`src/hw/rtl/psg_pkg.sv`:
```
`default_nettype none

package psg_pkg;

   // shadow file size; the index width is fixed by the 4-bit event_register field
   localparam int unsigned REGISTER_COUNT_DEF = 16;
   localparam int unsigned SHADOW_AW          = 4;

   // first mapping: masked compares
   localparam logic [15:0] FIRST_MASK   = 16'hc002;
   localparam logic [15:0] FIRST_SELECT = 16'hfffd & FIRST_MASK;
   localparam logic [15:0] FIRST_WRITE  = 16'hbffd & FIRST_MASK;
   localparam logic [15:0] BEEPER_MASK  = 16'h0001;
   localparam int unsigned BEEPER_BIT   = 4;

   // second mapping: high byte of port
   localparam logic [15:0] SECOND_HI_MASK = 16'hff00;
   localparam logic [15:0] SECOND_LATCH   = 16'hf400;
   localparam logic [15:0] SECOND_CTRL    = 16'hf600;

   // control codes, data[7:6]
   localparam logic [1:0] CMD_NONE   = 2'd0;
   localparam logic [1:0] CMD_WRITE  = 2'd2;
   localparam logic [1:0] CMD_SELECT = 2'd3;

   localparam logic [7:0] READ_NONE = 8'hff;

   typedef enum logic [1:0] {
      EV_NONE = 2'd0,
      EV_REG  = 2'd1,
      EV_BEEP = 2'd2
   } ev_kind_type;

   typedef struct packed {
      logic [31:0]    ev_time;
      logic [7:0]     ev_value;
      logic [3:0]     ev_reg;
      logic [7:0]     read_data;
      ev_kind_type    kind;
   } rsp_word_type;

   typedef struct packed {
      logic                 wr_en;
      logic [SHADOW_AW-1:0] wr_addr;
      logic [7:0]           wr_data;
      logic                 rd_en;
      logic [SHADOW_AW-1:0] rd_addr;
   } ram_ctl_type;

endpackage

`default_nettype wire

```
`src/hw/rtl/psg_shadow_ram.sv`:
```
`default_nettype none

module psg_shadow_ram import psg_pkg::*; #(
   parameter int unsigned DEPTH = REGISTER_COUNT_DEF
) (
   input  wire logic        clock,
   input  wire logic        reset,
   input  wire ram_ctl_type ctl,
   output logic [7:0]       rd_data
);

   logic [7:0]       mem [DEPTH];
   logic [DEPTH-1:0] valid_ff, valid_in;
   logic [7:0]       rd_mem_ff;
   logic             rd_valid_ff;

   always_comb begin
      valid_in = valid_ff;
      if (ctl.wr_en) begin
         valid_in[ctl.wr_addr] = 1'b1;
      end
   end

   always_ff @(posedge clock) begin
      if (reset) begin
         valid_ff <= '0;
      end else begin
         valid_ff <= valid_in;
      end
   end

   always_ff @(posedge clock) begin
      if (ctl.wr_en) begin
         mem[ctl.wr_addr] <= ctl.wr_data;
      end
   end

   always_ff @(posedge clock) begin
      if (ctl.rd_en) begin
         rd_mem_ff   <= mem[ctl.rd_addr];
         rd_valid_ff <= valid_ff[ctl.rd_addr];
      end
   end

   // never-written entries read as their reset value of zero
   assign rd_data = rd_valid_ff ? rd_mem_ff : 8'h00;

endmodule

`default_nettype wire

```
`src/hw/rtl/psg_skid.sv`:
```
`default_nettype none

module psg_skid import psg_pkg::*; (
   input  wire logic         clock,
   input  wire logic         reset,
   input  wire logic         in_valid,
   output logic              in_ready,
   input  wire rsp_word_type in_word,
   output logic              out_valid,
   input  wire logic         out_ready,
   output rsp_word_type      out_word
);

   logic         out_valid_ff, skid_valid_ff;
   rsp_word_type out_word_ff, skid_word_ff;
   logic         in_fire;

   assign in_ready = !skid_valid_ff;
   assign in_fire  = in_valid && in_ready;

   always_ff @(posedge clock) begin
      if (reset) begin
         out_valid_ff  <= 1'b0;
         skid_valid_ff <= 1'b0;
      end else if (!out_valid_ff || out_ready) begin
         if (skid_valid_ff) begin
            out_valid_ff  <= 1'b1;
            skid_valid_ff <= 1'b0;
         end else begin
            out_valid_ff <= in_fire;
         end
      end else if (in_fire) begin
         skid_valid_ff <= 1'b1;
      end
   end

   always_ff @(posedge clock) begin
      if (!out_valid_ff || out_ready) begin
         out_word_ff <= skid_valid_ff ? skid_word_ff : in_word;
      end else if (in_fire) begin
         skid_word_ff <= in_word;
      end
   end

   assign out_valid = out_valid_ff;
   assign out_word  = out_word_ff;

endmodule

`default_nettype wire

```
`src/hw/rtl/psg_port_decoder_dual_mapping.sv`:
```
// Port decoder for a sound generator chip under two machine mappings.
// req_*: one word per CPU I/O access (tuser = read/write, tdata = port, byte,
// tick). rsp_*: exactly one word per access, in order: read byte (0xff when
// nothing decodes), and an optional register-write or beeper-change event.
// csr_*: single-bit block_events; when set, state still updates but the event
// kind is reported as none. csr_ready is always high.
// Throughput: one access per cycle unless a stalled receiver holds it back.
// Decode and state update happen in the accept cycle; the shadow register
// file is a synchronous RAM read at the same edge. The response sits in a
// stage register, then moves to the output register, from which the
// receiver takes it. Back-to-back accesses to the same shadow entry need no
// bypass, as a write lands at its accept edge, before any later read issues.
// A stalled receiver fills the output register, then a skid word, then the
// response stage; req_tready drops once all three are held, and never depends
// combinationally on rsp_tready. Reset (synchronous) selects register 0,
// clears the beeper, latch and pending command, returns to the first mapping,
// and marks all shadow entries as zero via per-entry valid bits; no clearing
// pass is needed.
`default_nettype none

module psg_port_decoder_dual_mapping import psg_pkg::*; #(
   parameter int unsigned REGISTER_COUNT = REGISTER_COUNT_DEF
) (
   input  wire logic        clock,
   input  wire logic        reset,
   input  wire logic        req_tvalid,
   output logic             req_tready,
   input  wire logic [55:0] req_tdata,   // port_address, write_data, time_stamp
   input  wire logic [0:0]  req_tuser,   // action
   output logic             rsp_tvalid,
   input  wire logic        rsp_tready,
   output logic [55:0]      rsp_tdata,   // read_data, event_register, event_value,
                                         // event_time, zero pad
   output logic [1:0]       rsp_tuser,   // event_kind
   input  wire logic        csr_valid,
   output logic             csr_ready,
   input  wire logic        csr_data     // block_events
);

   localparam logic [7:0] REG_LIMIT = 8'(REGISTER_COUNT);

   logic        action;
   logic [15:0] port;
   logic [7:0]  wdata;
   logic [31:0] tstamp;

   assign action = req_tuser[0];
   assign port   = req_tdata[15:0];
   assign wdata  = req_tdata[23:16];
   assign tstamp = req_tdata[55:24];

   // control state
   logic [7:0] sel_ff, sel_in;
   logic       beep_ff, beep_in;
   logic [7:0] latch_ff, latch_in;
   logic [1:0] cmd_ff, cmd_in;
   logic       active_ff, active_in;
   logic       block_ff;

   // response stage
   logic         s1_valid_ff, s1_valid_in;
   logic         s1_hit_ff;
   ev_kind_type  s1_kind_ff;
   logic [3:0]   s1_reg_ff;
   logic [7:0]   s1_val_ff;
   logic [31:0]  s1_time_ff;

   logic         req_fire;
   logic         skid_ready;
   ram_ctl_type  ram_ctl;
   logic [7:0]   ram_rd;
   rsp_word_type s1_word, out_word;

   // decode results
   logic         rd_hit;
   logic         wr_en;
   logic [7:0]   wr_val;
   logic [7:0]   sel_mid;
   logic         sm_ok;
   ev_kind_type  ev_kind;
   logic [3:0]   ev_reg;
   logic [7:0]   ev_val;
   logic [31:0]  ev_time;
   logic [1:0]   code;
   logic         is_latch, is_ctrl;
   logic [15:0]  first_m;

   assign req_tready = !s1_valid_ff || skid_ready;
   assign req_fire   = req_tvalid && req_tready;
   assign csr_ready  = 1'b1;

   always_comb begin
      code     = wdata[7:6];
      is_latch = (port & SECOND_HI_MASK) == SECOND_LATCH;
      is_ctrl  = (port & SECOND_HI_MASK) == SECOND_CTRL;
      first_m  = port & FIRST_MASK;

      sel_mid   = sel_ff;
      sel_in    = sel_ff;
      sm_ok     = 1'b0;
      wr_en     = 1'b0;
      wr_val    = wdata;
      beep_in   = beep_ff;
      latch_in  = latch_ff;
      cmd_in    = cmd_ff;
      ev_kind   = EV_NONE;
      ev_reg    = 4'd0;
      ev_val    = 8'd0;
      ev_time   = 32'd0;
      rd_hit    = !action && !active_ff && first_m == FIRST_SELECT && sel_ff < REG_LIMIT;

      if (action) begin
         // second mapping is always tried first
         if (is_latch) begin
            latch_in = wdata;
         end
         if (is_ctrl) begin
            if (cmd_ff == CMD_NONE) begin
               cmd_in = code;
            end else if (code == CMD_NONE) begin
               cmd_in = CMD_NONE;
               if (cmd_ff == CMD_SELECT) begin
                  sel_mid = latch_ff;
                  sm_ok   = latch_ff < REG_LIMIT;
               end else if (cmd_ff == CMD_WRITE && sel_ff < REG_LIMIT) begin
                  sm_ok  = 1'b1;
                  wr_en  = 1'b1;
                  wr_val = latch_ff;
               end
            end
         end
         sel_in = sel_mid;

         if (!active_ff && !sm_ok) begin
            if (first_m == FIRST_SELECT) begin
               sel_in = wdata;
            end else if (first_m == FIRST_WRITE) begin
               wr_en = sel_mid < REG_LIMIT;
            end else if ((port & BEEPER_MASK) == 16'h0000) begin
               beep_in = wdata[BEEPER_BIT];
            end
         end

         if (!block_ff) begin
            if (wr_en) begin
               ev_kind = EV_REG;
               ev_reg  = sel_mid[3:0];
               ev_val  = wr_val;
               ev_time = tstamp;
            end else if (beep_in != beep_ff) begin
               ev_kind = EV_BEEP;
               ev_val  = {7'd0, beep_in};
               ev_time = tstamp;
            end
         end
      end

      active_in   = active_ff || (action && sm_ok);
      s1_valid_in = req_fire || (s1_valid_ff && !skid_ready);
   end

   always_comb begin
      ram_ctl.wr_en   = req_fire && wr_en;
      ram_ctl.wr_addr = sel_mid[SHADOW_AW-1:0];
      ram_ctl.wr_data = wr_val;
      ram_ctl.rd_en   = req_fire && !action;
      ram_ctl.rd_addr = sel_ff[SHADOW_AW-1:0];
   end

   always_ff @(posedge clock) begin
      if (reset) begin
         sel_ff      <= 8'd0;
         beep_ff     <= 1'b0;
         latch_ff    <= 8'd0;
         cmd_ff      <= CMD_NONE;
         active_ff   <= 1'b0;
         block_ff    <= 1'b0;
         s1_valid_ff <= 1'b0;
      end else begin
         if (req_fire) begin
            sel_ff    <= sel_in;
            beep_ff   <= beep_in;
            latch_ff  <= latch_in;
            cmd_ff    <= cmd_in;
            active_ff <= active_in;
         end
         if (csr_valid && csr_ready) begin
            block_ff <= csr_data;
         end
         s1_valid_ff <= s1_valid_in;
      end
   end

   always_ff @(posedge clock) begin
      if (req_fire) begin
         s1_hit_ff  <= rd_hit;
         s1_kind_ff <= ev_kind;
         s1_reg_ff  <= ev_reg;
         s1_val_ff  <= ev_val;
         s1_time_ff <= ev_time;
      end
   end

   psg_shadow_ram #(
      .DEPTH (REGISTER_COUNT)
   ) u_ram (
      .clock   (clock),
      .reset   (reset),
      .ctl     (ram_ctl),
      .rd_data (ram_rd)
   );

   always_comb begin
      s1_word.kind      = s1_kind_ff;
      s1_word.read_data = s1_hit_ff ? ram_rd : READ_NONE;
      s1_word.ev_reg    = s1_reg_ff;
      s1_word.ev_value  = s1_val_ff;
      s1_word.ev_time   = s1_time_ff;
   end

   psg_skid u_skid (
      .clock     (clock),
      .reset     (reset),
      .in_valid  (s1_valid_ff),
      .in_ready  (skid_ready),
      .in_word   (s1_word),
      .out_valid (rsp_tvalid),
      .out_ready (rsp_tready),
      .out_word  (out_word)
   );

   assign rsp_tdata = {4'd0, out_word.ev_time, out_word.ev_value, out_word.ev_reg,
                       out_word.read_data};
   assign rsp_tuser = out_word.kind;

`ifndef SYNTHESIS
   a_active_sticky: assert property (@(posedge clock) disable iff (reset)
      active_ff |=> active_ff)
      else $error("second mapping dropped back to first");

   a_event_no_read: assert property (@(posedge clock) disable iff (reset)
      rsp_tvalid && rsp_tuser != EV_NONE |-> rsp_tdata[7:0] == READ_NONE)
      else $error("event response carries read data");

   a_blocked_quiet: assert property (@(posedge clock) disable iff (reset)
      req_fire && block_ff |=> s1_kind_ff == EV_NONE)
      else $error("event emitted while blocked");

   a_second_read: assert property (@(posedge clock) disable iff (reset)
      req_fire && !action && active_ff |=> !s1_hit_ff)
      else $error("readback decoded in second mapping");

   a_stall_hold: assert property (@(posedge clock) disable iff (reset)
      s1_valid_ff && !skid_ready |=> s1_valid_ff && $stable(s1_kind_ff))
      else $error("response stage lost a word under stall");
`endif

endmodule

`default_nettype wire
```
`config.mk`:
```
export PLATFORM = sky130hd
export DESIGN_NAME = psg_port_decoder_dual_mapping
export DESIGN_NICKNAME = d
export VERILOG_FILES = /design/src/hw/rtl/psg_pkg.sv /design/src/hw/rtl/psg_shadow_ram.sv /design/src/hw/rtl/psg_skid.sv /design/src/hw/rtl/psg_port_decoder_dual_mapping.sv
export SDC_FILE = /design/constraint.sdc
export NUM_CORES = 1
export LEC_CHECK = 0
export ABC_CLOCK_PERIOD_IN_PS = 20500
export BUFFER_PORTS_ARGS = -buffer_cell sky130_fd_sc_hd__buf_2
export CAP_MARGIN = 20
export CELL_PAD_IN_SITES_DETAIL_PLACEMENT = 0
export CELL_PAD_IN_SITES_GLOBAL_PLACEMENT = 1
export CORE_UTILIZATION = 50
export CTS_CLUSTER_SIZE = 25
export DETAILED_ROUTE_END_ITERATION = 10
export PLACE_DENSITY = 0.87
export RECOVER_POWER = 25
export SYNTH_ARGS = -nofsm -noshare
export SYNTH_HDL_FRONTEND = slang
export SYNTH_SLANG_ARGS = --single-unit
export TNS_END_PERCENT = 1
```
`constraint.sdc`:
```
create_clock -name clock -period 20.5 [get_ports clock]
set_input_delay 2.05 -clock clock [delete_from_list [all_inputs] [get_ports clock]]
set_output_delay 2.05 -clock clock [all_outputs]
set_load 0.1 [all_outputs]
```
Word level (Yosys, flattened, before mapping)
Memories as Yosys holds them, arrays and structs flattened. A register that Yosys moved wholly into a read port is not among the register bits.
Cells that the tools add are included.
{"block": "word_totals", "reg_bits": 196, "latchBits": 0, "mem_bits_rw": 128, "romBits": 0, "inputBits": 63, "out_inout_bits": 61, "elab_cells": 132, "mem_count": 1}
{"memory": "u_ram.mem", "depth": 16, "word_bits": 8, "read_ports": 1, "rd_ports_with_merged_regs": 1, "write_ports": 1, "line_no": "psg_shadow_ram.sv:12", "text": "logic [7:0] mem [DEPTH];"}
{"block": "classes", "add_sub_neg": 0, "n_mul": 0, "div": 0, "order_cmp": 6, "n_eq_ne": 7, "shift": 0, "n_mux": 53, "bitwise_logic": 4, "reduce_logical": 34}
{"op": "$mux W8", "n": 16}
{"op": "$mux W32", "n": 2}
{"op": "$mux W54", "n": 1}
{"op": "$mux W1", "n": 28}
{"op": "$lt A8 B5 Y1 const B", "n": 3}
{"op": "$eq A8 B8 Y1 const B", "n": 2}
{"op": "$logic_not A16 Y1", "n": 1}
{"op": "$or A16 B16 Y16", "n": 1}
{"op": "$logic_and A1 B1 Y1", "n": 12}
{"op": "$lt A4 B5 Y1 const B", "n": 2}
{"op": "$eq A3 B3 Y1 const B", "n": 2}
{"op": "$logic_not A1 Y1", "n": 6}
{"op": "$mux W2", "n": 3}
{"op": "$reduce_or A3 Y1", "n": 2}
{"op": "$bmux W1 S4", "n": 1}
{"op": "$demux W1 S4", "n": 1}
{"op": "$eq A2 B2 Y1 const B", "n": 2}
{"op": "$ge A4 B1 Y1 const B", "n": 1}
{"op": "$logic_not A2 Y1", "n": 2}
{"op": "$logic_or A1 B1 Y1", "n": 4}
{"op": "$mux W4", "n": 1}
{"op": "$reduce_and A2 Y1", "n": 2}
{"op": "$reduce_and A4 Y1", "n": 1}
{"op": "$reduce_or A2 Y1", "n": 2}
{"op": "4 further kinds", "n": 6}

Logic depth before layout (Yosys ltp)
Gate-level depths: netlist of run 1.
{"block": "logic_depth", "ltp_word": 16, "mapped_depth": 9, "ltp_nobuf": 7}

Modules after synthesis
A second synthesis of run 1 with hierarchy kept.
{"block": "hier_totals", "hier_cells": 771, "hier_area_um2": 13419.1}
{"mod": "psg_shadow_ram", "instances": 1, "cells_per_inst": 295, "area_each_um2": 5974.5, "seq_area_each_um2": 4434.3}
{"mod": "psg_skid", "instances": 1, "cells_per_inst": 176, "area_each_um2": 4078.9, "seq_area_each_um2": 3283.1}
{"mod": "psg_port_decoder_dual_mapping", "instances": 1, "cells_per_inst": 300, "area_each_um2": 3365.7, "seq_area_each_um2": 1851.8}

Worst setup path before layout of run 1
No wires, ideal clock.
{"block": "synth_timing", "path_type": "input -> register", "start": "input port rsp_tready", "end": "register u_skid.skid_word_ff[0] (netlist bit), enable pin", "setup_time_ps": 544, "arrival_time_ps": 7466, "required_time_ps": 19956, "slack_ps": 12491, "stages": 2, "n_path_buf": 0, "cell_sequence": "nand2b_1 -> nor3b_1"}
{"block": "synth_via", "elab_chain_len": 3}
{"item": "start, declared", "line_no": "psg_port_decoder_dual_mapping.sv:31", "text": "input wire logic rsp_tready,"}
{"item": "$logic_or A1 B1 Y1", "line_no": "psg_skid.sv:38", "text": "if (!out_valid_ff || out_ready) begin"}
{"item": "$not A1 Y1 (no line)"}
{"item": "$reduce_and A2 Y1 (no line)"}
{"item": "end signal, assigned", "line_no": "psg_skid.sv:41", "text": "skid_word_ff <= in_word;"}
{"item": "end, declared", "line_no": "psg_skid.sv:15", "text": "rsp_word_type out_word_ff, skid_word_ff;"}
Every way passes these cells.
A chain may end at the register's enable or synchronous reset.

Worst setup path in the final report of run 1
{"block": "layout_timing", "start": "input port rsp_tready", "end": "register u_skid.skid_word_ff[41] (netlist bit), enable pin"}
Same word-level chain as after synthesis.

==> run metrics, run 1 <==
reg2reg setup slack=16.05 ns; post-CTS setup buffers=0; CTS H-tree lvls=2; mapped cell area=13300 um^2; antenna violations before repair=1; Pwr Total=1.48 mW; Top FF cell, synth=edfxtp_1; layout cell share with drive strength beyond 1=33.6%; critical path endpoint category=flop; pin slew with the least headroom to its limit=3.25 ns; clock network latency to the later pin of the worst-skew pair=0.51 ns; vias per std cell=5.54; # setup viols final=0; DIE HEIGHT=165 um; WP data arrival=5.24 ns; clock slew at reported path FFs=0.07 ns; Leakage=5.22 nW; largest net degree at the start of global routing=58; Die ar.=27200 um^2; aggregate routed wire length=24.8 mm; DRC Markers=0; GRT Overall Usage=18.6%; fraction of registers with async set/reset=0%; worst-case clock buffer depth=3; CTS Sinks=332; Tmin final=5.01 ns; DR WL met2=11.9 mm; num ports=124; Core Area=26100 um^2; first-pass GRT wire length=38.3 mm; DR WL/cell=20.1 um; commonest non-fill, non-tap cells in the layout=292 x edfxtp_1, 110 x buf_2, 56 x mux2_2, 45 x mux4_2; crit start category=input pin; Port Buffers=112; Hold EP=u_skid.skid_word_ff[44]; normalized max-slew margin=-117%; WL met1=10.8 mm; status=complete, but fails checks; Synth warnings=0; hold_sp=s1_time_ff[22]; TritonCTS Buffers=35; via count=6856; CTS resizes=0; CP Max Fanout=57; reg2reg start=sel_ff[0]; Highest Signal Layer=met4; FP Rows=59; CTS tree=built; DRT antenna net count=0; final max-slew violation count=251; Initial Util=50.9%; Syn Inst Count=751; DP HPWL=15.7 mm; FF+latch count, synth=332; min-delay worst type=reg2reg; fillers=1949; Clock Skew=0.0216 ns; distinct cell type count of the synthesized netlist=68; TNS Setup=0 ns; vias in the first global route=6697; Worst Setup SP=rsp_tready; period utilization=24.5%; register area share after synthesis=72.1%; area growth from synthesis to layout=15.1%; Max Clk Rate=199 MHz; commonest non-fill, non-tap cell in the layout=edfxtp_1; detailed router's first-iteration violation count=582; endpoints failing hold=0; worst vdd ir=0.0955 mV; RSZ-0062 raised after global routing=no; violated checks=capacitance limit, slew limit; Worst Hold Path Cells=0; r2r endpoint=u_ram.mem[1][6]; Max-Cap Viols=5; number of flops mapped to enable cells by yosys=292; GRT overflow=0; hold_buf cts=0; die extent in x=165 um; PD cells=97.1 nW/um^2; DR pass1 iterations=5; met3 wire len=1.69 mm; FF-to-FF path depth=4; fin nets=939; critical path type=in2reg; Final GP Congestion=0.782; post-synthesis area per instance=17.7 um^2; CP required=20.73 ns; Root Buffer Master=clkbuf_16
## worst max-delay path by stage
stage                               to  slack (ns)  depth (start not counted)
4_1_cts                u_ram.mem[1][5]       16.00                          6
3_5_place_dp           u_ram.mem[1][7]       15.49                          6
5_1_grt        u_skid.skid_word_ff[41]       15.13                          5
6_report       u_skid.skid_word_ff[41]       15.49                          5
3_3_place_gp           u_ram.mem[0][3]       15.53                          6
2_1_floorplan   u_skid.skid_word_ff[0]       12.49                          2
## critical path, cell delays in order
cell and delay [ns]:
buf_2 0.07, nand2b_2 0.09, clkbuf_1 2.26, nor3b_2 0.34, buf_4 0.41
## through the flow
stage | worst slack (ns) | hold slack, ns | std cells | utilization (%) | instance area (um^2)
finish | 15.49 | 0.445 | 1237 | 58.6 | 15300
CTS | 16.00 | 0.445 | 1233 | 58.6 | 15300
floorplan | 12.49 | 0.422 | 754 | - | 13300
global placement | 15.53 | 0.427 | 1170 | 54.2 | 14100
detailed placement | 15.49 | 0.431 | 1170 | 54.2 | 14100
global route | 15.13 | 0.452 | 1236 | 58.6 | 15300
## synthesized netlist by cell type, types with 3 or more instances
cell	count	area (um^2)
and4_1	5	43.8
mux2_2	56	631
o221a_1	3	33.8
buf_2	4	20.0
a311o_1	3	30.0
nor3_1	4	20.0
mux2i_1	13	130
and2_1	34	213
nor2_1	40	150
nand3_1	4	20.0
a211oi_1	5	37.5
mux2_1	6	67.6
mux4_2	45	1010
nor3b_1	4	30.0
inv_1	25	93.8
a21oi_1	19	95.1
o21ai_4	4	65.1
nor2b_1	4	25.0
nand2_1	37	139
buf_1	6	22.5
buf_4	6	45.0
clkbuf_1	20	75.1
o22ai_1	8	50.1
dfxtp_1	40	801
o22ai_2	8	100
edfxtp_1	292	8770
## routing by layer
metal	GRT usage, %	vias up
li1	-	3165
met1	26.2	3420
met2	29.7	234
met3	3.77	37
met4	4.96	0
met5	0	-
## final cells by class
cell class                      count  area, um^2  share of cell area, %
Clock inverter                     20         188                   1.23
Sequential cell                   332        9570                   62.7
Multi-Input combinational cell    358        3430                   22.5
Timing Repair Buffer              123         629                   4.12
Clock buffer                       43         937                   6.14
Antenna cell                        1        2.50                 0.0164
Inverter                           25        93.8                  0.615
Tap cell                          335         419                   2.75
## sequential cells by signal, indices dropped and copies added, names as in the netlist
name and flops:
cmd_ff 2, beep_ff 1, u_skid.skid_valid_ff 1, u_ram.mem 128
u_ram.valid_ff 16, latch_ff 8, active_ff 1, u_skid.out_valid 1
u_ram.rd_mem_ff 8, s1_reg_ff 4, s1_val_ff 8, u_skid.out_word 54
u_ram.rd_valid_ff 1, s1_time_ff 32, s1_hit_ff 1, s1_kind_ff 2
u_skid.skid_word_ff 54, s1_valid_ff 1, block_ff 1, sel_ff 8
## report_power, final
| part | internal [mW] | total (mW) | switching (mW) |
|---|---|---|---|
| clock | 0.364 | 0.610 | 0.246 |
| sequential | 0.753 | 0.759 | 0.00599 |
| combinational | 0.0224 | 0.113 | 0.0908 |
## cell families after synthesis
kind of cell	share of synthesized area (%)
buf+inv	2.14
simple gates	7.19
compound gates	4.28
other cells	0.0566
mux	14.1
flops	72.1
fa+ha+maj	0.0943
(Power assumes the default switching activity.)
==> run 2, diff against run 1 <==
--- a/config.mk
+++ b/config.mk
@@ -5,7 +5,7 @@
 export SDC_FILE = /design/constraint.sdc
 export NUM_CORES = 1
 export LEC_CHECK = 0
-export ABC_CLOCK_PERIOD_IN_PS = 20500
+export ABC_CLOCK_PERIOD_IN_PS = 4850
 export BUFFER_PORTS_ARGS = -buffer_cell sky130_fd_sc_hd__buf_2
 export CAP_MARGIN = 20
 export CELL_PAD_IN_SITES_DETAIL_PLACEMENT = 0
==> constraint.sdc (replaced) <==
create_clock -name clock -period 4.85 [get_ports clock]
set_input_delay 0.485 -clock clock [delete_from_list [all_inputs] [get_ports clock]]
set_output_delay 0.485 -clock clock [all_outputs]
set_load 0.1 [all_outputs]
==> run metrics, run 2 (synthesis results as in run 1) <==
post-CTS setup buffers=0 (unchanged); worst-case clock buffer depth=3 (unchanged); FP Rows=59 (unchanged); max FFs per register=128 (unchanged); detailed router's first-iteration violation count=670 (+15%); final max-slew violation count=208 (-17%); GRT overflow=0 (unchanged); Worst Setup SP=u_skid.out_valid; DRC Markers=0 (unchanged); FF-to-FF path depth=4 (unchanged); DP HPWL=15.9 mm (+1.3%); vias in the first global route=6685 (-0.18%); DIE HEIGHT=165 um (unchanged); CP required=5.06 ns (-15.67 ns); period utilization=70.0%; WP buf/inv=2 (-1); CP Depth=4 (-1); non-filler cells, final=1229 (-0.65%); layout cell share with drive strength beyond 1=33.3% (-0.30 points); clock network latency to the later pin of the worst-skew pair=0.51 ns (about the same); Max Clk Rate=295 MHz; CP Max Fanout=57 (unchanged); dpl ws=1.38 ns (-14.11 ns); Initial Util=50.9% (unchanged); status=complete, but fails checks; Final GP Congestion=0.787 (+0.64%); min-delay worst type=in2reg; CTS resizes=0 (unchanged); fin worst setup slack=1.46 ns (-14.03 ns); clock slew at reported path FFs=0.06 ns (about the same); vias per std cell=5.52 (-0.39%); RSZ-0062 raised after global routing=no; critical path endpoint category=flop; CP max stage delay=2.26 ns (about the same); DR pass1 iterations=5 (unchanged); hold_buf cts=0 (unchanged); Die ar.=27200 um^2 (unchanged); antenna violations before repair=0 (-1); CTS H-tree lvls=2 (unchanged); TNS Setup=0 ns (unchanged); Clock Skew=0.0137 ns (-0.00784 ns); reg2reg setup slack=1.46 ns (-14.59 ns); post-route cell area=15100 um^2 (-0.93%); via count=6785 (-1.0%); CTS tree=built; area growth from synthesis to layout=14.1%; Multi-input gate area=3440 um^2 (+0.18%); fin nets=937 (-0.21%); WHS=0.227 ns (-0.218 ns); Cells after DPL=1170 (unchanged); Final Util=58.1% (-0.54 points); die extent in x=165 um (unchanged); r2r endpoint=u_skid.skid_word_ff[30]; critical path type=reg2reg; TritonCTS Buffers=34 (-2.9%); GRT Overall Usage=18.6% (-0.020 points); Biggest register=u_ram.mem; num ports=124 (unchanged); commonest non-fill, non-tap cell in the layout=edfxtp_1; Worst Hold Path Cells=3 (+3); pin slew with the least headroom to its limit=3.23 ns (-0.0208 ns); DRT antenna net count=0 (unchanged); crit start category=flop; aggregate routed wire length=24.9 mm (+0.37%); fillers=1927 (-1.1%); largest net degree at the start of global routing=58 (unchanged); DR WL/cell=20.3 um (+1.0%); WP data arrival=3.60 ns (-1.64 ns); PD cells=398 nW/um^2 (+310%); # setup viols final=0 (unchanged); first-pass GRT wire length=38.0 mm (-0.86%); worst vdd ir=0.374 mV (+290%); crit-path leading delay family=buffers and inverters; Pwr Total=6.03 mW (+310%); Root Buffer Master=clkbuf_16; antenna diode count=0 (-1); Leakage=5.15 nW (-1.3%); Worst Setup EP=u_skid.skid_word_ff[30]; Core Area=26100 um^2 (unchanged); normalized max-slew margin=-115% (+1.4 points); CTS Sinks=332 (unchanged); worst path cell trace=nand2b_2 -> clkbuf_1 -> nor3b_4 -> buf_4; Tmin final=3.39 ns; violated checks=capacitance limit, slew limit; commonest non-fill, non-tap cells in the layout=292 x edfxtp_1, 111 x buf_2, 56 x mux2_2, 45 x mux4_2, 40 x nor2_1; Port Buffers=112 (unchanged); register area=9570 um^2 (about the same); Max-Cap Viols=4 (-1); reg2reg start=u_skid.out_valid; endpoints failing hold=0 (unchanged); Placed Instance Area=14100 um^2 (about the same); Crit-path slowest cell=clkbuf_1
-- run 2: changes by cell type in the layout (fill, tap and decap cells not counted), sizes merged --
cell      before  now
buf          117  118
bufinv         3    0
clkbuf        49   50
clkinv        15   10
clkinvlp       1    0
diode          1    0
-- run 2: report_power, final --
| part | switching (mW) | internal (mW) |
|---|---|---|
| logic | 0.383 | 0.0944 |
| clock network | 1.02 | 1.33 |
| registers | 0.0269 | 3.18 |
| total | 1.43 | 4.60 |
-- run 2: layout make-up --
class                      instances  share of cell area [%]
tap                              335                    2.77
inverter                          25                   0.620
clock inverter                    11                   0.455
clock buffer                      46                    6.05
sequential                       332                    63.3
multi-input combinational        358                    22.7
timing repair buffer             122                    4.12
-- run 2: worst min-delay path, delay by kind of cell --
family / cells / cell delay [ns]
buffers and inverters: 1 / 0.07
multiplexers: 1 / 0.05
AND/OR/NAND/NOR: 1 / 0.08
-- run 2: how the worst min path moves through the flow --
stage / startpoint / end / slack, ns
CTS: csr_data / block_ff / 0.22
detailed placement: s1_time_ff[31] / u_skid.skid_word_ff[53] / 0.43
global placement: s1_time_ff[9] / u_skid.skid_word_ff[31] / 0.43
finish: csr_data / block_ff / 0.23
floorplan: s1_kind_ff[0] / u_skid.skid_word_ff[0] / 0.42
global route: csr_data / block_ff / 0.23
-- run 2: per-layer routing --
layer / vias up / track usage [%] / share of wire (%)
met1: 3391 / 26.2 / 44
li1: 3153 / - / -
met4: 0 / 5.30 / 1.7
met3: 37 / 3.14 / 6.3
met5: - / 0 / 0
met2: 204 / 29.9 / 48
